[src/sv/mer_pkg.sv]
package mer_pkg;

  // Radius inputs are clamped to this value on start
  localparam int MAX_RADIUS = 255;

  // Command queue between the front and the back
  localparam int QDEPTH = 2;
  localparam int QPTR_W = (QDEPTH > 1) ? $clog2(QDEPTH) : 1;
  localparam int QCNT_W = $clog2(QDEPTH + 1);

  typedef enum logic [0:0] {
    ACT_START = 1'b0,
    ACT_STEP  = 1'b1
  } action_t;

  typedef enum logic [1:0] {
    KIND_PIXEL = 2'd0,
    KIND_SPAN  = 2'd1,
    KIND_DONE  = 2'd2
  } kind_t;

  typedef enum logic [1:0] {
    PH_IDLE = 2'd0,
    PH_R1   = 2'd1,
    PH_R2   = 2'd2,
    PH_DONE = 2'd3
  } phase_t;

  typedef enum logic [1:0] {
    BK_WAIT,
    BK_EVAL,
    BK_EMIT
  } bk_state_t;

  typedef enum logic [1:0] {
    EM_OUTLINE,
    EM_FILL,
    EM_DONE
  } em_mode_t;

  // One queued command; squares of the clamped radii are precomputed
  typedef struct packed {
    logic        is_start;
    logic [9:0]  center_x;
    logic [9:0]  center_y;
    logic [7:0]  semi_x;
    logic [7:0]  semi_y;
    logic [15:0] sq_x;
    logic [15:0] sq_y;
    logic        fill_mode;
    logic [7:0]  colour;
  } cmd_t;

  typedef struct packed {
    logic full;
    logic empty;
  } q_stat_t;

endpackage

[src/sv/mer_if.sv]
interface mer_in_if;
  logic        valid;
  logic        ready;
  logic        action;
  logic [9:0]  center_x;
  logic [9:0]  center_y;
  logic [7:0]  semi_x;
  logic [7:0]  semi_y;
  logic        fill_mode;
  logic [7:0]  colour;

  modport source (output valid, action, center_x, center_y, semi_x, semi_y,
                  fill_mode, colour, input ready);
  modport sink (input valid, action, center_x, center_y, semi_x, semi_y,
                fill_mode, colour, output ready);
endinterface

interface mer_out_if;
  logic               valid;
  logic               ready;
  logic [1:0]         kind;
  logic signed [11:0] pos_x;
  logic signed [11:0] pos_y;
  logic signed [11:0] end_y;
  logic [7:0]         colour_out;
  logic               last;

  modport source (output valid, kind, pos_x, pos_y, end_y, colour_out, last,
                  input ready);
  modport sink (input valid, kind, pos_x, pos_y, end_y, colour_out, last,
                output ready);
endinterface

[src/sv/mer_front.sv]
module mer_front (
  mer_in_if.sink          in_ch,
  input  mer_pkg::q_stat_t q_stat,
  output logic            q_push,
  output mer_pkg::cmd_t   q_cmd
);

  logic [7:0] rx_sat;
  logic [7:0] ry_sat;

  // clamp radii, square them for the back's setup multiplies
  always_comb begin
    rx_sat = (int'(in_ch.semi_x) > mer_pkg::MAX_RADIUS) ?
             8'(mer_pkg::MAX_RADIUS) : in_ch.semi_x;
    ry_sat = (int'(in_ch.semi_y) > mer_pkg::MAX_RADIUS) ?
             8'(mer_pkg::MAX_RADIUS) : in_ch.semi_y;
    q_cmd.is_start  = (in_ch.action == mer_pkg::ACT_START);
    q_cmd.center_x  = in_ch.center_x;
    q_cmd.center_y  = in_ch.center_y;
    q_cmd.semi_x    = rx_sat;
    q_cmd.semi_y    = ry_sat;
    q_cmd.sq_x      = 16'(rx_sat) * 16'(rx_sat);
    q_cmd.sq_y      = 16'(ry_sat) * 16'(ry_sat);
    q_cmd.fill_mode = in_ch.fill_mode;
    q_cmd.colour    = in_ch.colour;
  end

  assign in_ch.ready = !q_stat.full;
  assign q_push      = in_ch.valid && !q_stat.full;

endmodule

[src/sv/mer_queue.sv]
module mer_queue (
  input  logic              clk,
  input  logic              rst_n,
  input  logic              push,
  input  mer_pkg::cmd_t     push_cmd,
  input  logic              pop,
  output mer_pkg::cmd_t     head,
  output mer_pkg::q_stat_t  stat
);

  mer_pkg::cmd_t                  mem_r [mer_pkg::QDEPTH];
  logic [mer_pkg::QPTR_W-1:0]     wr_r, wr_nxt;
  logic [mer_pkg::QPTR_W-1:0]     rd_r, rd_nxt;
  logic [mer_pkg::QCNT_W-1:0]     cnt_r, cnt_nxt;
  logic                           do_push, do_pop;

  assign stat.full  = (cnt_r == mer_pkg::QCNT_W'(mer_pkg::QDEPTH));
  assign stat.empty = (cnt_r == '0);
  assign do_push    = push && !stat.full;
  assign do_pop     = pop && !stat.empty;
  assign head       = mem_r[rd_r];

  always_comb begin
    wr_nxt  = wr_r;
    rd_nxt  = rd_r;
    cnt_nxt = cnt_r;
    if (do_push) begin
      wr_nxt = (wr_r == mer_pkg::QPTR_W'(mer_pkg::QDEPTH - 1)) ? '0 : wr_r + 1'b1;
    end
    if (do_pop) begin
      rd_nxt = (rd_r == mer_pkg::QPTR_W'(mer_pkg::QDEPTH - 1)) ? '0 : rd_r + 1'b1;
    end
    if (do_push && !do_pop) begin
      cnt_nxt = cnt_r + 1'b1;
    end else if (do_pop && !do_push) begin
      cnt_nxt = cnt_r - 1'b1;
    end
  end

  always_ff @(posedge clk) begin
    if (!rst_n) begin
      wr_r  <= '0;
      rd_r  <= '0;
      cnt_r <= '0;
    end else begin
      wr_r  <= wr_nxt;
      rd_r  <= rd_nxt;
      cnt_r <= cnt_nxt;
    end
  end

  always_ff @(posedge clk) begin
    if (do_push) begin
      mem_r[wr_r] <= push_cmd;
    end
  end

endmodule

[src/sv/mer_back.sv]
module mer_back (
  input  logic             clk,
  input  logic             rst_n,
  input  mer_pkg::cmd_t    head,
  input  mer_pkg::q_stat_t q_stat,
  output logic             q_pop,
  mer_out_if.source        out_ch
);

  mer_pkg::bk_state_t state_r, state_nxt;
  mer_pkg::phase_t    phase_r, phase_nxt;
  mer_pkg::em_mode_t  mode_r, mode_nxt;
  logic [1:0]         idx_r, idx_nxt;
  logic               upd_r, upd_nxt;

  // latched ellipse parameters
  logic [9:0]  cx_r, cx_nxt, cy_r, cy_nxt;
  logic [7:0]  ry_r, ry_nxt;
  logic [7:0]  colour_r, colour_nxt;
  logic        fill_r, fill_nxt, rzero_r, rzero_nxt;
  logic [17:0] rxsq2_r, rxsq2_nxt, rysq2_r, rysq2_nxt;
  logic signed [31:0] r2chy_r, r2chy_nxt, r2spy_r, r2spy_nxt;

  // walk state
  logic signed [11:0] ox_r, ox_nxt, oy_r, oy_nxt;
  logic signed [31:0] chx_r, chx_nxt, chy_r, chy_nxt, err_r, err_nxt;
  logic signed [31:0] spx_r, spx_nxt, spy_r, spy_nxt;

  // mirrored coordinates of the current point
  logic [11:0] xp_r, xp_nxt, xm_r, xm_nxt, yp_r, yp_nxt, ym_r, ym_nxt;

  // output register
  logic        ov_r, ov_nxt;
  logic [1:0]  okind_r, okind_nxt;
  logic [11:0] opx_r, opx_nxt, opy_r, opy_nxt, oey_r, oey_nxt;
  logic [7:0]  ocol_r, ocol_nxt;
  logic        olast_r, olast_nxt;

  // setup products from the queued squares
  logic signed [9:0]  fx, fy;
  logic [24:0]        prod_spx, prod_spy2;
  logic signed [26:0] prod_chx, prod_chy2;

  logic signed [31:0] rxsq2_w, rysq2_w;
  logic signed [33:0] dec_r1, dec_r2;
  logic               out_free, at_last;

  assign fx        = 10'sd1 - $signed({1'b0, head.semi_x, 1'b0});
  assign fy        = 10'sd1 - $signed({1'b0, head.semi_y, 1'b0});
  assign prod_spx  = 25'({head.sq_y, 1'b0}) * 25'(head.semi_x);
  assign prod_spy2 = 25'({head.sq_x, 1'b0}) * 25'(head.semi_y);
  assign prod_chx  = 27'($signed({1'b0, head.sq_y})) * 27'(fx);
  assign prod_chy2 = 27'($signed({1'b0, head.sq_x})) * 27'(fy);

  assign rxsq2_w = {14'd0, rxsq2_r};
  assign rysq2_w = {14'd0, rysq2_r};
  assign dec_r1  = $signed({err_r[31], err_r, 1'b0}) + 34'(chx_r);
  assign dec_r2  = $signed({err_r[31], err_r, 1'b0}) + 34'(chy_r);

  assign out_free = !ov_r || out_ch.ready;

  always_comb begin
    case (mode_r)
      mer_pkg::EM_OUTLINE: at_last = (idx_r == 2'd3);
      mer_pkg::EM_FILL:    at_last = (idx_r == 2'd1);
      default:             at_last = 1'b1;
    endcase
  end

  always_comb begin
    state_nxt  = state_r;
    phase_nxt  = phase_r;
    mode_nxt   = mode_r;
    idx_nxt    = idx_r;
    upd_nxt    = upd_r;
    cx_nxt     = cx_r;
    cy_nxt     = cy_r;
    ry_nxt     = ry_r;
    colour_nxt = colour_r;
    fill_nxt   = fill_r;
    rzero_nxt  = rzero_r;
    rxsq2_nxt  = rxsq2_r;
    rysq2_nxt  = rysq2_r;
    r2chy_nxt  = r2chy_r;
    r2spy_nxt  = r2spy_r;
    ox_nxt     = ox_r;
    oy_nxt     = oy_r;
    chx_nxt    = chx_r;
    chy_nxt    = chy_r;
    err_nxt    = err_r;
    spx_nxt    = spx_r;
    spy_nxt    = spy_r;
    xp_nxt     = xp_r;
    xm_nxt     = xm_r;
    yp_nxt     = yp_r;
    ym_nxt     = ym_r;
    ov_nxt     = ov_r && !out_ch.ready;
    okind_nxt  = okind_r;
    opx_nxt    = opx_r;
    opy_nxt    = opy_r;
    oey_nxt    = oey_r;
    ocol_nxt   = ocol_r;
    olast_nxt  = olast_r;
    q_pop      = 1'b0;

    case (state_r)
      mer_pkg::BK_WAIT: begin
        if (!q_stat.empty) begin
          q_pop = 1'b1;
          if (head.is_start) begin
            cx_nxt     = head.center_x;
            cy_nxt     = head.center_y;
            ry_nxt     = head.semi_y;
            colour_nxt = head.colour;
            fill_nxt   = head.fill_mode;
            rzero_nxt  = (head.semi_x == 8'd0) && (head.semi_y == 8'd0);
            rxsq2_nxt  = {1'b0, head.sq_x, 1'b0};
            rysq2_nxt  = {1'b0, head.sq_y, 1'b0};
            r2chy_nxt  = 32'(prod_chy2);
            r2spy_nxt  = {7'd0, prod_spy2};
            ox_nxt     = {4'd0, head.semi_x};
            oy_nxt     = '0;
            chx_nxt    = 32'(prod_chx);
            chy_nxt    = {16'd0, head.sq_x};
            err_nxt    = '0;
            spx_nxt    = {7'd0, prod_spx};
            spy_nxt    = '0;
            phase_nxt  = mer_pkg::PH_R1;
          end else begin
            state_nxt = mer_pkg::BK_EVAL;
          end
        end
      end

      mer_pkg::BK_EVAL: begin
        xp_nxt = {2'b00, cx_r} + ox_r;
        xm_nxt = {2'b00, cx_r} - ox_r;
        yp_nxt = {2'b00, cy_r} + oy_r;
        ym_nxt = {2'b00, cy_r} - oy_r;
        idx_nxt  = '0;
        mode_nxt = fill_r ? mer_pkg::EM_FILL : mer_pkg::EM_OUTLINE;
        case (phase_r)
          mer_pkg::PH_R1: begin
            if (rzero_r) begin
              phase_nxt = mer_pkg::PH_DONE;
              state_nxt = mer_pkg::BK_EMIT;
            end else if (spx_r >= spy_r) begin
              oy_nxt    = oy_r + 12'sd1;
              spy_nxt   = spy_r + rxsq2_w;
              err_nxt   = err_r + chy_r;
              chy_nxt   = chy_r + rxsq2_w;
              upd_nxt   = 1'b1;
              state_nxt = mer_pkg::BK_EMIT;
            end else begin
              // crossed into the steep part; evaluate it next cycle
              ox_nxt    = '0;
              oy_nxt    = {4'd0, ry_r};
              chx_nxt   = {15'd0, rysq2_r[17:1]};
              chy_nxt   = r2chy_r;
              err_nxt   = '0;
              spx_nxt   = '0;
              spy_nxt   = r2spy_r;
              phase_nxt = mer_pkg::PH_R2;
            end
          end
          mer_pkg::PH_R2: begin
            if (spx_r <= spy_r) begin
              ox_nxt  = ox_r + 12'sd1;
              spx_nxt = spx_r + rysq2_w;
              err_nxt = err_r + chx_r;
              chx_nxt = chx_r + rysq2_w;
              upd_nxt = 1'b1;
            end else begin
              phase_nxt = mer_pkg::PH_DONE;
              mode_nxt  = mer_pkg::EM_DONE;
            end
            state_nxt = mer_pkg::BK_EMIT;
          end
          default: begin
            mode_nxt  = mer_pkg::EM_DONE;
            state_nxt = mer_pkg::BK_EMIT;
          end
        endcase
      end

      mer_pkg::BK_EMIT: begin
        // second half of the error update, off the output path
        if (upd_r) begin
          upd_nxt = 1'b0;
          if (phase_r == mer_pkg::PH_R1) begin
            if (dec_r1 > 34'sd0) begin
              ox_nxt  = ox_r - 12'sd1;
              spx_nxt = spx_r - rysq2_w;
              err_nxt = err_r + chx_r;
              chx_nxt = chx_r + rysq2_w;
            end
          end else begin
            if (dec_r2 > 34'sd0) begin
              oy_nxt  = oy_r - 12'sd1;
              spy_nxt = spy_r - rxsq2_w;
              err_nxt = err_r + chy_r;
              chy_nxt = chy_r + rxsq2_w;
            end
          end
        end
        if (out_free) begin
          ov_nxt    = 1'b1;
          ocol_nxt  = colour_r;
          olast_nxt = at_last;
          case (mode_r)
            mer_pkg::EM_OUTLINE: begin
              okind_nxt = mer_pkg::KIND_PIXEL;
              opx_nxt   = (idx_r == 2'd0 || idx_r == 2'd3) ? xp_r : xm_r;
              opy_nxt   = (idx_r == 2'd0 || idx_r == 2'd1) ? yp_r : ym_r;
              oey_nxt   = (idx_r == 2'd0 || idx_r == 2'd1) ? yp_r : ym_r;
            end
            mer_pkg::EM_FILL: begin
              okind_nxt = mer_pkg::KIND_SPAN;
              opx_nxt   = (idx_r == 2'd0) ? xp_r : xm_r;
              opy_nxt   = yp_r;
              oey_nxt   = ym_r;
            end
            default: begin
              okind_nxt = mer_pkg::KIND_DONE;
              opx_nxt   = '0;
              opy_nxt   = '0;
              oey_nxt   = '0;
            end
          endcase
          if (at_last) begin
            idx_nxt   = '0;
            state_nxt = mer_pkg::BK_WAIT;
          end else begin
            idx_nxt = idx_r + 2'd1;
          end
        end
      end

      default: begin
        state_nxt = mer_pkg::BK_WAIT;
      end
    endcase
  end

  always_ff @(posedge clk) begin
    if (!rst_n) begin
      state_r <= mer_pkg::BK_WAIT;
    end else begin
      state_r <= state_nxt;
    end
  end

  always_ff @(posedge clk) begin
    if (!rst_n) begin
      phase_r  <= mer_pkg::PH_IDLE;
      mode_r   <= mer_pkg::EM_DONE;
      idx_r    <= '0;
      upd_r    <= 1'b0;
      ov_r     <= 1'b0;
      colour_r <= '0;
    end else begin
      phase_r  <= phase_nxt;
      mode_r   <= mode_nxt;
      idx_r    <= idx_nxt;
      upd_r    <= upd_nxt;
      ov_r     <= ov_nxt;
      colour_r <= colour_nxt;
    end
  end

  always_ff @(posedge clk) begin
    cx_r    <= cx_nxt;
    cy_r    <= cy_nxt;
    ry_r    <= ry_nxt;
    fill_r  <= fill_nxt;
    rzero_r <= rzero_nxt;
    rxsq2_r <= rxsq2_nxt;
    rysq2_r <= rysq2_nxt;
    r2chy_r <= r2chy_nxt;
    r2spy_r <= r2spy_nxt;
    ox_r    <= ox_nxt;
    oy_r    <= oy_nxt;
    chx_r   <= chx_nxt;
    chy_r   <= chy_nxt;
    err_r   <= err_nxt;
    spx_r   <= spx_nxt;
    spy_r   <= spy_nxt;
    xp_r    <= xp_nxt;
    xm_r    <= xm_nxt;
    yp_r    <= yp_nxt;
    ym_r    <= ym_nxt;
    okind_r <= okind_nxt;
    opx_r   <= opx_nxt;
    opy_r   <= opy_nxt;
    oey_r   <= oey_nxt;
    ocol_r  <= ocol_nxt;
    olast_r <= olast_nxt;
  end

  assign out_ch.valid      = ov_r;
  assign out_ch.kind       = okind_r;
  assign out_ch.pos_x      = opx_r;
  assign out_ch.pos_y      = opy_r;
  assign out_ch.end_y      = oey_r;
  assign out_ch.colour_out = ocol_r;
  assign out_ch.last       = olast_r;

  a_upd_in_emit: assert property (@(posedge clk) disable iff (!rst_n)
    upd_r |-> (state_r == mer_pkg::BK_EMIT))
    else $error("pending error update outside emit");

  a_pop_in_wait: assert property (@(posedge clk) disable iff (!rst_n)
    q_pop |-> (state_r == mer_pkg::BK_WAIT))
    else $error("queue popped while a step is in flight");

  a_done_is_last: assert property (@(posedge clk) disable iff (!rst_n)
    (ov_r && okind_r == mer_pkg::KIND_DONE) |-> olast_r)
    else $error("done beat without last");

  a_fill_idx: assert property (@(posedge clk) disable iff (!rst_n)
    (state_r == mer_pkg::BK_EMIT && mode_r != mer_pkg::EM_OUTLINE) |-> !idx_r[1])
    else $error("emit index beyond span or done count");

  a_done_sticky: assert property (@(posedge clk) disable iff (!rst_n)
    (phase_r == mer_pkg::PH_DONE && !q_pop) |=> (phase_r == mer_pkg::PH_DONE))
    else $error("finished ellipse resumed without a start");

endmodule

[src/sv/midpoint_ellipse_rasterizer.sv]
// Midpoint ellipse rasterizer, two regions.
// in_ch: valid/ready beats carrying action, center, radii, fill_mode, colour.
//   A start beat (action 0) latches the ellipse and gives no result; a step
//   beat (action 1) gives 4 pixels (outline) or 2 vertical spans (fill),
//   or a single done beat when idle or finished. last marks a step's final beat.
// out_ch: valid/ready result beats from a registered output stage.
// Input beats go to a 2-deep command queue, so in_ch keeps taking beats while
// results wait on out_ch; in_ch.ready drops only when the queue is full.
// The back end's sequencer fetches a command, evaluates the next point (a step
// that crosses into region two evaluates twice), then emits one beat per cycle
// while out_ch can take it; a start beat is only fetched and latched. The
// back end fetches the next command only after a step's last beat.
// Reset (rst_n low, synchronous): queue empty, no ellipse, colour 0, no
// output beat pending. A stalled out_ch holds its beat; the back end waits
// and the queue fills, after which in_ch stalls too.
module midpoint_ellipse_rasterizer (
  input logic        clk,
  input logic        rst_n,
  mer_in_if.sink     in_ch,
  mer_out_if.source  out_ch
);

  mer_pkg::cmd_t    push_cmd;
  mer_pkg::cmd_t    head_cmd;
  mer_pkg::q_stat_t q_stat;
  logic             q_push;
  logic             q_pop;

  // front: clamp radii, square them, classify start vs step
  mer_front u_front (
    .in_ch  (in_ch),
    .q_stat (q_stat),
    .q_push (q_push),
    .q_cmd  (push_cmd)
  );

  // decoupling queue
  mer_queue u_queue (
    .clk      (clk),
    .rst_n    (rst_n),
    .push     (q_push),
    .push_cmd (push_cmd),
    .pop      (q_pop),
    .head     (head_cmd),
    .stat     (q_stat)
  );

  // back: error-term walk and result sequencing
  mer_back u_back (
    .clk    (clk),
    .rst_n  (rst_n),
    .head   (head_cmd),
    .q_stat (q_stat),
    .q_pop  (q_pop),
    .out_ch (out_ch)
  );

endmodule

[src/flat_wrapper.sv]
// flat-port wrapper written by rule: the top's interface ports become plain ports
module midpoint_ellipse_rasterizer_flat 
  (clk, rst_n, in_ch_valid, in_ch_action, in_ch_center_x, in_ch_center_y, in_ch_semi_x, in_ch_semi_y, in_ch_fill_mode, in_ch_colour, in_ch_ready, out_ch_valid, out_ch_kind, out_ch_pos_x, out_ch_pos_y, out_ch_end_y, out_ch_colour_out, out_ch_last, out_ch_ready);
  mer_in_if in_ch_i ();
  mer_out_if out_ch_i ();
  input logic clk;
  input logic rst_n;
  input wire logic [$bits(in_ch_i.valid)-1:0] in_ch_valid;
  input wire logic [$bits(in_ch_i.action)-1:0] in_ch_action;
  input wire logic [$bits(in_ch_i.center_x)-1:0] in_ch_center_x;
  input wire logic [$bits(in_ch_i.center_y)-1:0] in_ch_center_y;
  input wire logic [$bits(in_ch_i.semi_x)-1:0] in_ch_semi_x;
  input wire logic [$bits(in_ch_i.semi_y)-1:0] in_ch_semi_y;
  input wire logic [$bits(in_ch_i.fill_mode)-1:0] in_ch_fill_mode;
  input wire logic [$bits(in_ch_i.colour)-1:0] in_ch_colour;
  output wire logic [$bits(in_ch_i.ready)-1:0] in_ch_ready;
  output wire logic [$bits(out_ch_i.valid)-1:0] out_ch_valid;
  output wire logic [$bits(out_ch_i.kind)-1:0] out_ch_kind;
  output wire logic [$bits(out_ch_i.pos_x)-1:0] out_ch_pos_x;
  output wire logic [$bits(out_ch_i.pos_y)-1:0] out_ch_pos_y;
  output wire logic [$bits(out_ch_i.end_y)-1:0] out_ch_end_y;
  output wire logic [$bits(out_ch_i.colour_out)-1:0] out_ch_colour_out;
  output wire logic [$bits(out_ch_i.last)-1:0] out_ch_last;
  input wire logic [$bits(out_ch_i.ready)-1:0] out_ch_ready;
  assign in_ch_i.valid = in_ch_valid;
  assign in_ch_i.action = in_ch_action;
  assign in_ch_i.center_x = in_ch_center_x;
  assign in_ch_i.center_y = in_ch_center_y;
  assign in_ch_i.semi_x = in_ch_semi_x;
  assign in_ch_i.semi_y = in_ch_semi_y;
  assign in_ch_i.fill_mode = in_ch_fill_mode;
  assign in_ch_i.colour = in_ch_colour;
  assign in_ch_ready = in_ch_i.ready;
  assign out_ch_valid = out_ch_i.valid;
  assign out_ch_kind = out_ch_i.kind;
  assign out_ch_pos_x = out_ch_i.pos_x;
  assign out_ch_pos_y = out_ch_i.pos_y;
  assign out_ch_end_y = out_ch_i.end_y;
  assign out_ch_colour_out = out_ch_i.colour_out;
  assign out_ch_last = out_ch_i.last;
  assign out_ch_i.ready = out_ch_ready;
  midpoint_ellipse_rasterizer u_core (.clk(clk), .rst_n(rst_n), .in_ch(in_ch_i), .out_ch(out_ch_i));
endmodule
[config.mk]
export PLATFORM = sky130hd
export DESIGN_NAME = midpoint_ellipse_rasterizer_flat
export DESIGN_NICKNAME = d
export VERILOG_FILES = /design/src/sv/mer_pkg.sv /design/src/sv/mer_if.sv /design/src/sv/mer_front.sv /design/src/sv/mer_queue.sv /design/src/sv/mer_back.sv /design/src/sv/midpoint_ellipse_rasterizer.sv /design/src/flat_wrapper.sv
export SDC_FILE = /design/constraint.sdc
export NUM_CORES = 2
export LEC_CHECK = 0
export BUFFER_PORTS_ARGS = -buffer_cell sky130_fd_sc_hd__buf_2
export CELL_PAD_IN_SITES_DETAIL_PLACEMENT = 2
export CELL_PAD_IN_SITES_GLOBAL_PLACEMENT = 2
export CORE_ASPECT_RATIO = 1.2
export CORE_UTILIZATION = 43
export DETAILED_ROUTE_END_ITERATION = 8
export HOLD_SLACK_MARGIN = 0.12
export PLACE_DENSITY = 0.81
export SLEW_MARGIN = 5
export SYNTH_ARGS = -nofsm -noshare
export SYNTH_HDL_FRONTEND = slang
export SYNTH_SLANG_ARGS = --single-unit
[constraint.sdc]
create_clock -name clk -period 13.1 [get_ports clk]
set_clock_uncertainty 0.1 [all_clocks]
set_input_delay 1.31 -clock clk [delete_from_list [all_inputs] [get_ports clk]]
set_output_delay 1.31 -clock clk [all_outputs]
set_load 0.02 [all_outputs]
* Yosys cells after proc, flatten, opt, wreduce, memory -nomap -nowiden *
Memories as Yosys holds them, arrays and structs flattened. A register that Yosys moved wholly into a read port is not among the register bits.
Index checks and enable logic that the tools add are counted.
Widths: inputs -> output; s select.

word-level totals
  bits in writable memories = 156
  input port bits = 50
  register bits = 414
  word-level logic and storage cells = 251
  output and inout port bits = 49
  memories = 1

memory list
  name                  words  bits a word  read ports  clocked after Yosys merged registers in  write ports  RTL line         RTL
  u_core.u_queue.mem_r  2      78           1           1                                        1            mer_queue.sv:11  mer_pkg::cmd_t mem_r [mer_pkg::QDEPTH];

cells by class
  bitwise gates (word level) = 2
  order comparisons = 4
  reduce and logical (&&, ||, !) cells = 35
  $mul = 6
  $add $sub $neg = 25
  eq/ne operators = 30
  mux-type cells = 112

operator list
  operator               count
  $mux 32                39
  $pmux 32 s3            5
  $mux 12                19
  $pmux 32 s2            3
  $add 32x18->32         4
  $pmux 12 s2            4
  $pmux 12 s3            2
  $add 33x32->34         2
  $gt 34x1->1 const B    2
  $add 32x32->32         2
  $sub 32x18->32         2
  $mul 17x10->27         2
  $mul 16x8->24          2
  $mux 2                 17
  $ge 32x32->1           1
  $le 32x32->1           1
  $mul 8x8->16           2
  $add 10x12->12         2
  $add 12x2->12 const B  2
  $ne 3x3->1 const B     8
  $sub 10x12->12         2
  $sub 12x2->12 const B  2
  $ne 2x2->1 const B     11
  $pmux 2 s2             5
  other kinds (26)       73

* Depth between registers and ports, before layout *
  word-level depth = 8
  depth in mapped cells = 30
  gate-level depth less buffers = 28

* Modules after synthesis *
Synthesis repeated with hierarchy kept, for this count alone.

second synthesis, totals
  cells, all modules = 6155
  area total of the unflattened synthesis = 58747.6 sq um

by module, submodules not included
  module     times used  cells an instance  seq. area each (sq um)  area each (sq um)
  mer_back   1           5429               11951.5                 49062.1
  mer_queue  1           268                4784.6                  5941.9
  mer_front  1           458                0.0                     3743.6

* Worst setup path after synthesis *
Ideal clock, no wire load.

  path kind = reg-to-reg
  from = register u_core.u_back.chy_r[1]
  to = register u_core.u_back.chy_r[10], enable pin
  arrival = 8331 ps
  data required time = 12374 ps
  buffers on the path = 0
  period minus slack after synthesis = 9056 ps
  path slack = 4044 ps
  stages on the path, launching flop included = 15
  setup time = 626 ps
  cell sequence = edfxtp_1 ha_1 inv_1 fa_1 nor2b_1 o221ai_2 a211oi_1 o2111ai_1 a21boi_1 o211a_1 a41oi_1 xnor2_1 a21o_1 o21ai_1 a221oi_1

between the ends
  cells in the longest elaborated chain, start to end = 4

ends and longest elaborated chain
  what                        RTL line         RTL
  start, declared             mer_back.sv:26   logic signed [31:0] chx_r, chx_nxt, chy_r, chy_nxt, err_r, err_nxt;
  start signal, assigned      mer_back.sv:284  chy_r <= chy_nxt;
  $add 33x32->34              mer_back.sv:58   assign dec_r2 = $signed({err_r[31], err_r, 1'b0}) + 34'(chy_r);
  $gt 34x1->1                 mer_back.sv:198  if (dec_r2 > 34'sd0) begin
  $ne 2x2->1 (no line)        --
  $reduce_and 8->1 (no line)  --

Every way passes these cells.
A chain may end at the register's enable or synchronous reset.

==> summary.txt <==
Run status
  • Status: finished, final reports clean

Layout
  • Final Net Count: 7084
  • Proportion of layout cells with a drive suffix above 1: 6.49%
  • Area growth, synth to finish: 9.01%

GRT
  • First-pass GRT wire length: 326 mm
  • Largest net degree at the start of global routing: 75
  • Vias in the first global route: 53663
  • Global routing usage on met2: 59.5%
  • Global-route track usage on met3: 3.80%
  • Antenna violations before repair: 7
  • GR peak layer: met2
  • Grt total ovfl: 0
  • GRT Util Overall: 32.4%
  • Met1 GRT Util: 36.4%

STA
  • Max Freq: 103 MHz
  • RSZ-0062 raised after global routing: no
  • Final min period: 9690 ps
  • Slew Viols, Final: 0
  • Relative slew slack: 14.0%
  • # setup viols final: 0
  • Period utilisation layout: 74.0%
  • Least-Margin Pin Slew: 1250 ps
  • Setup TNS Final: 0 ps
  • Hold Violations, Final: 0

Route
  • DRT Pass-1 Iters: 5
  • Drt total wl: 214 mm
  • Drt wl/cell: 27.7 um
  • Drt via density: 6.02
  • Antenna viol nets, final: 0
  • First DRT Iteration DRCs: 2726
  • Via count: 46503
  • DRC: 0

CTS
  • Clock buffer depth: 3
  • CTS clk-pin slew, worst paths: 60 ps
  • Number of CTS-inserted buffers: 68
  • CTS sink count: 553
  • TritonCTS clock tree: yes
  • Clock latency on the worst-skew pair: 720 ps
  • Hold Buf Count CTS: 0
  • H-tree lvl count: 3
  • Resize count post-CTS: 0
  • CTS root buf: clkbuf_16
  • Setup bufs post-CTS: 0

Placement
  • I/O Buffers: 98
  • Placer congestion estimate: 0.894
  • Final HPWL from detailed placement: 166 mm

Critical path
  • Worst reg2reg endpoint: u_core.u_back.chx_r[29]
  • Crit path capture type: flip-flop
  • R2R setup slack: 3410 ps
  • Worst-path fanout max: 32
  • CP Data Arrival Time: 9980 ps
  • WS Path Type: flip-flop to flip-flop
  • Worst EP required: 13380 ps
  • Max incr delay on CP: 890 ps
  • R2R cell count: 26
  • Top cell by count, worst path: fa_1
  • Crit-path slowest cell: mux2i_2
  • CP Launch Type: flip-flop

Flow run
  • Max_cap viols: 0

Floorplan
  • Die Height: 399 um
  • Die ar.: 133000 um^2
  • Top Ports: 99
  • Row count: 145
  • Initial core utilization: 43.4%
  • Die width: 333 um
  • Core Area: 130000 um^2

Synthesis
  • Synth Area in Compound Gates: 14.0%
  • Yosys reg bits: 553
  • Simple-gate area share of the yosys netlist: 13.4%
  • Syn Std Cell Area: 56400 um^2
  • Post-synthesis mux area share: 2.12%
  • Avg Cell Area, Syn: 9.56 um^2
  • Primary FF master, synth: edfxtp_1
  • Synth Area in XOR/XNOR: 5.92%
  • Post-synth top area cell: edfxtp_1
  • Asr flop ratio synth: 0%
  • Yosys cell types: 102
  • Post-Synth Adder-Cell Area: 29.1%
  • Sequential-to-total area share from yosys stat: 29.0%
  • Share of Yosys cell area claimed by the top area cell type: 28.2%
  • Most used standard cell by instance count after synthesis: inv_1
  • Post-synth EDFFs: 530
  • Synth area leaders: edfxtp_1, fa_1, ha_1
  • Yosys warns: 0
  • Post-synth top cells: inv_1, ha_1, nor2_1
  • Largest family of logic cells by synthesized area: adder cells
  • Post-synthesis cell count: 5898

Min path
  • Hold Path Class: flip-flop to flip-flop
  • Hold path endpoint: u_core.u_back.out_ch.colour_out[0]
  • Hold path depth: 0
  • Min-delay src: u_core.u_back.colour_r[0]
[routing by layer]
| layer | wire length [um] | part of all wire [%] |
|---|---|---|
| met4 | 12000 | 5.6 |
| met3 | 9020 | 4.2 |
| met5 | 37 | 0.017 |
| met2 | 111000 | 52 |
| met1 | 82600 | 39 |
[metrics by stage]
stage                     instance area, um^2  hold slack, ps  cells  setup slack [ps]  utilization (%)
after floorplan                         56500             309   5918              4040                -
after global placement                  59100             314   7603              4020             45.4
after detailed placement                59100             327   7603              3500             45.4
after CTS                               61400             330   7727              3390             47.2
after global routing                    61500             350   7728              2780             47.3
final                                   61500             336   7729              3410             47.3
[cell families after synthesis]
logic type,Yosys count
and+or+nand+nor,1650
other,2
DFF,553
buffers and inverters,944
xor gates and xnor gates,381
muxes,115
adders and majority gates,1050
AOI/OAI and AO/OA,1203
[worst max-delay path by stage]
stage / to / depth (start not counted)
after floorplan: u_core.u_back.chy_r[10] / 14
after global placement: u_core.u_back.chx_r[26] / 26
after detailed placement: u_core.u_back.chx_r[27] / 26
after CTS: u_core.u_back.chx_r[27] / 26
after global routing: u_core.u_back.chx_r[23] / 28
final: u_core.u_back.chx_r[29] / 26
[cell usage in the layout (no fill, tap or decap), drive strengths merged, types with 49 or more instances in the layout]
| cell type | count |
|---|---|
| xor2 | 118 |
| edfxtp | 530 |
| o21bai | 55 |
| nand2b | 56 |
| and2 | 69 |
| and3 | 63 |
| nor2b | 56 |
| nor2 | 551 |
| buf | 176 |
| mux2i | 80 |
| a21oi | 367 |
| ha | 614 |
| nor3 | 94 |
| o21ai | 202 |
| clkbuf | 86 |
| nand2 | 512 |
| xnor2 | 263 |
| o22ai | 49 |
| fa | 436 |
| inv | 749 |
| a21o | 108 |
| nand3 | 90 |
[area by class of cell]
type / count / area, um^2
Fill cell: 13712 / 68600
Multi-Input combinational cell: 4421 / 36700
Sequential cell: 553 / 16400
Inverter: 764 / 2870
Tap cell: 1690 / 2110
Clock buffer: 86 / 1800
Timing Repair Buffer: 176 / 1100
Clock inverter: 38 / 544
Antenna cell: 1 / 2.50
[worst max-delay path: cells and delay by family, from the launching register on]
family	cells	cell delay, ps
compound gates	5	1300
xor+xnor	1	160
fa+ha+maj	6	2800
buf+inv	5	1350
flops	1	570
mux	1	890
simple gates	8	2120
[registers in the layout, indices dropped and copies added (netlist names), 14 cells and up, named ones only]
signal                 count
u_core.u_queue.mem_r     148
u_core.u_back.chx_r       32
u_core.u_back.chy_r       32
u_core.u_back.err_r       32
u_core.u_back.spx_r       31
u_core.u_back.spy_r       31
u_core.u_back.r2chy_r     27
u_core.u_back.r2spy_r     23
u_core.u_back.rxsq2_r     14
u_core.u_back.rysq2_r     14
Power is left out: the tool's default activity adds up to more than one toggle a clock period on the data nets, which glitch-free logic cannot reach.
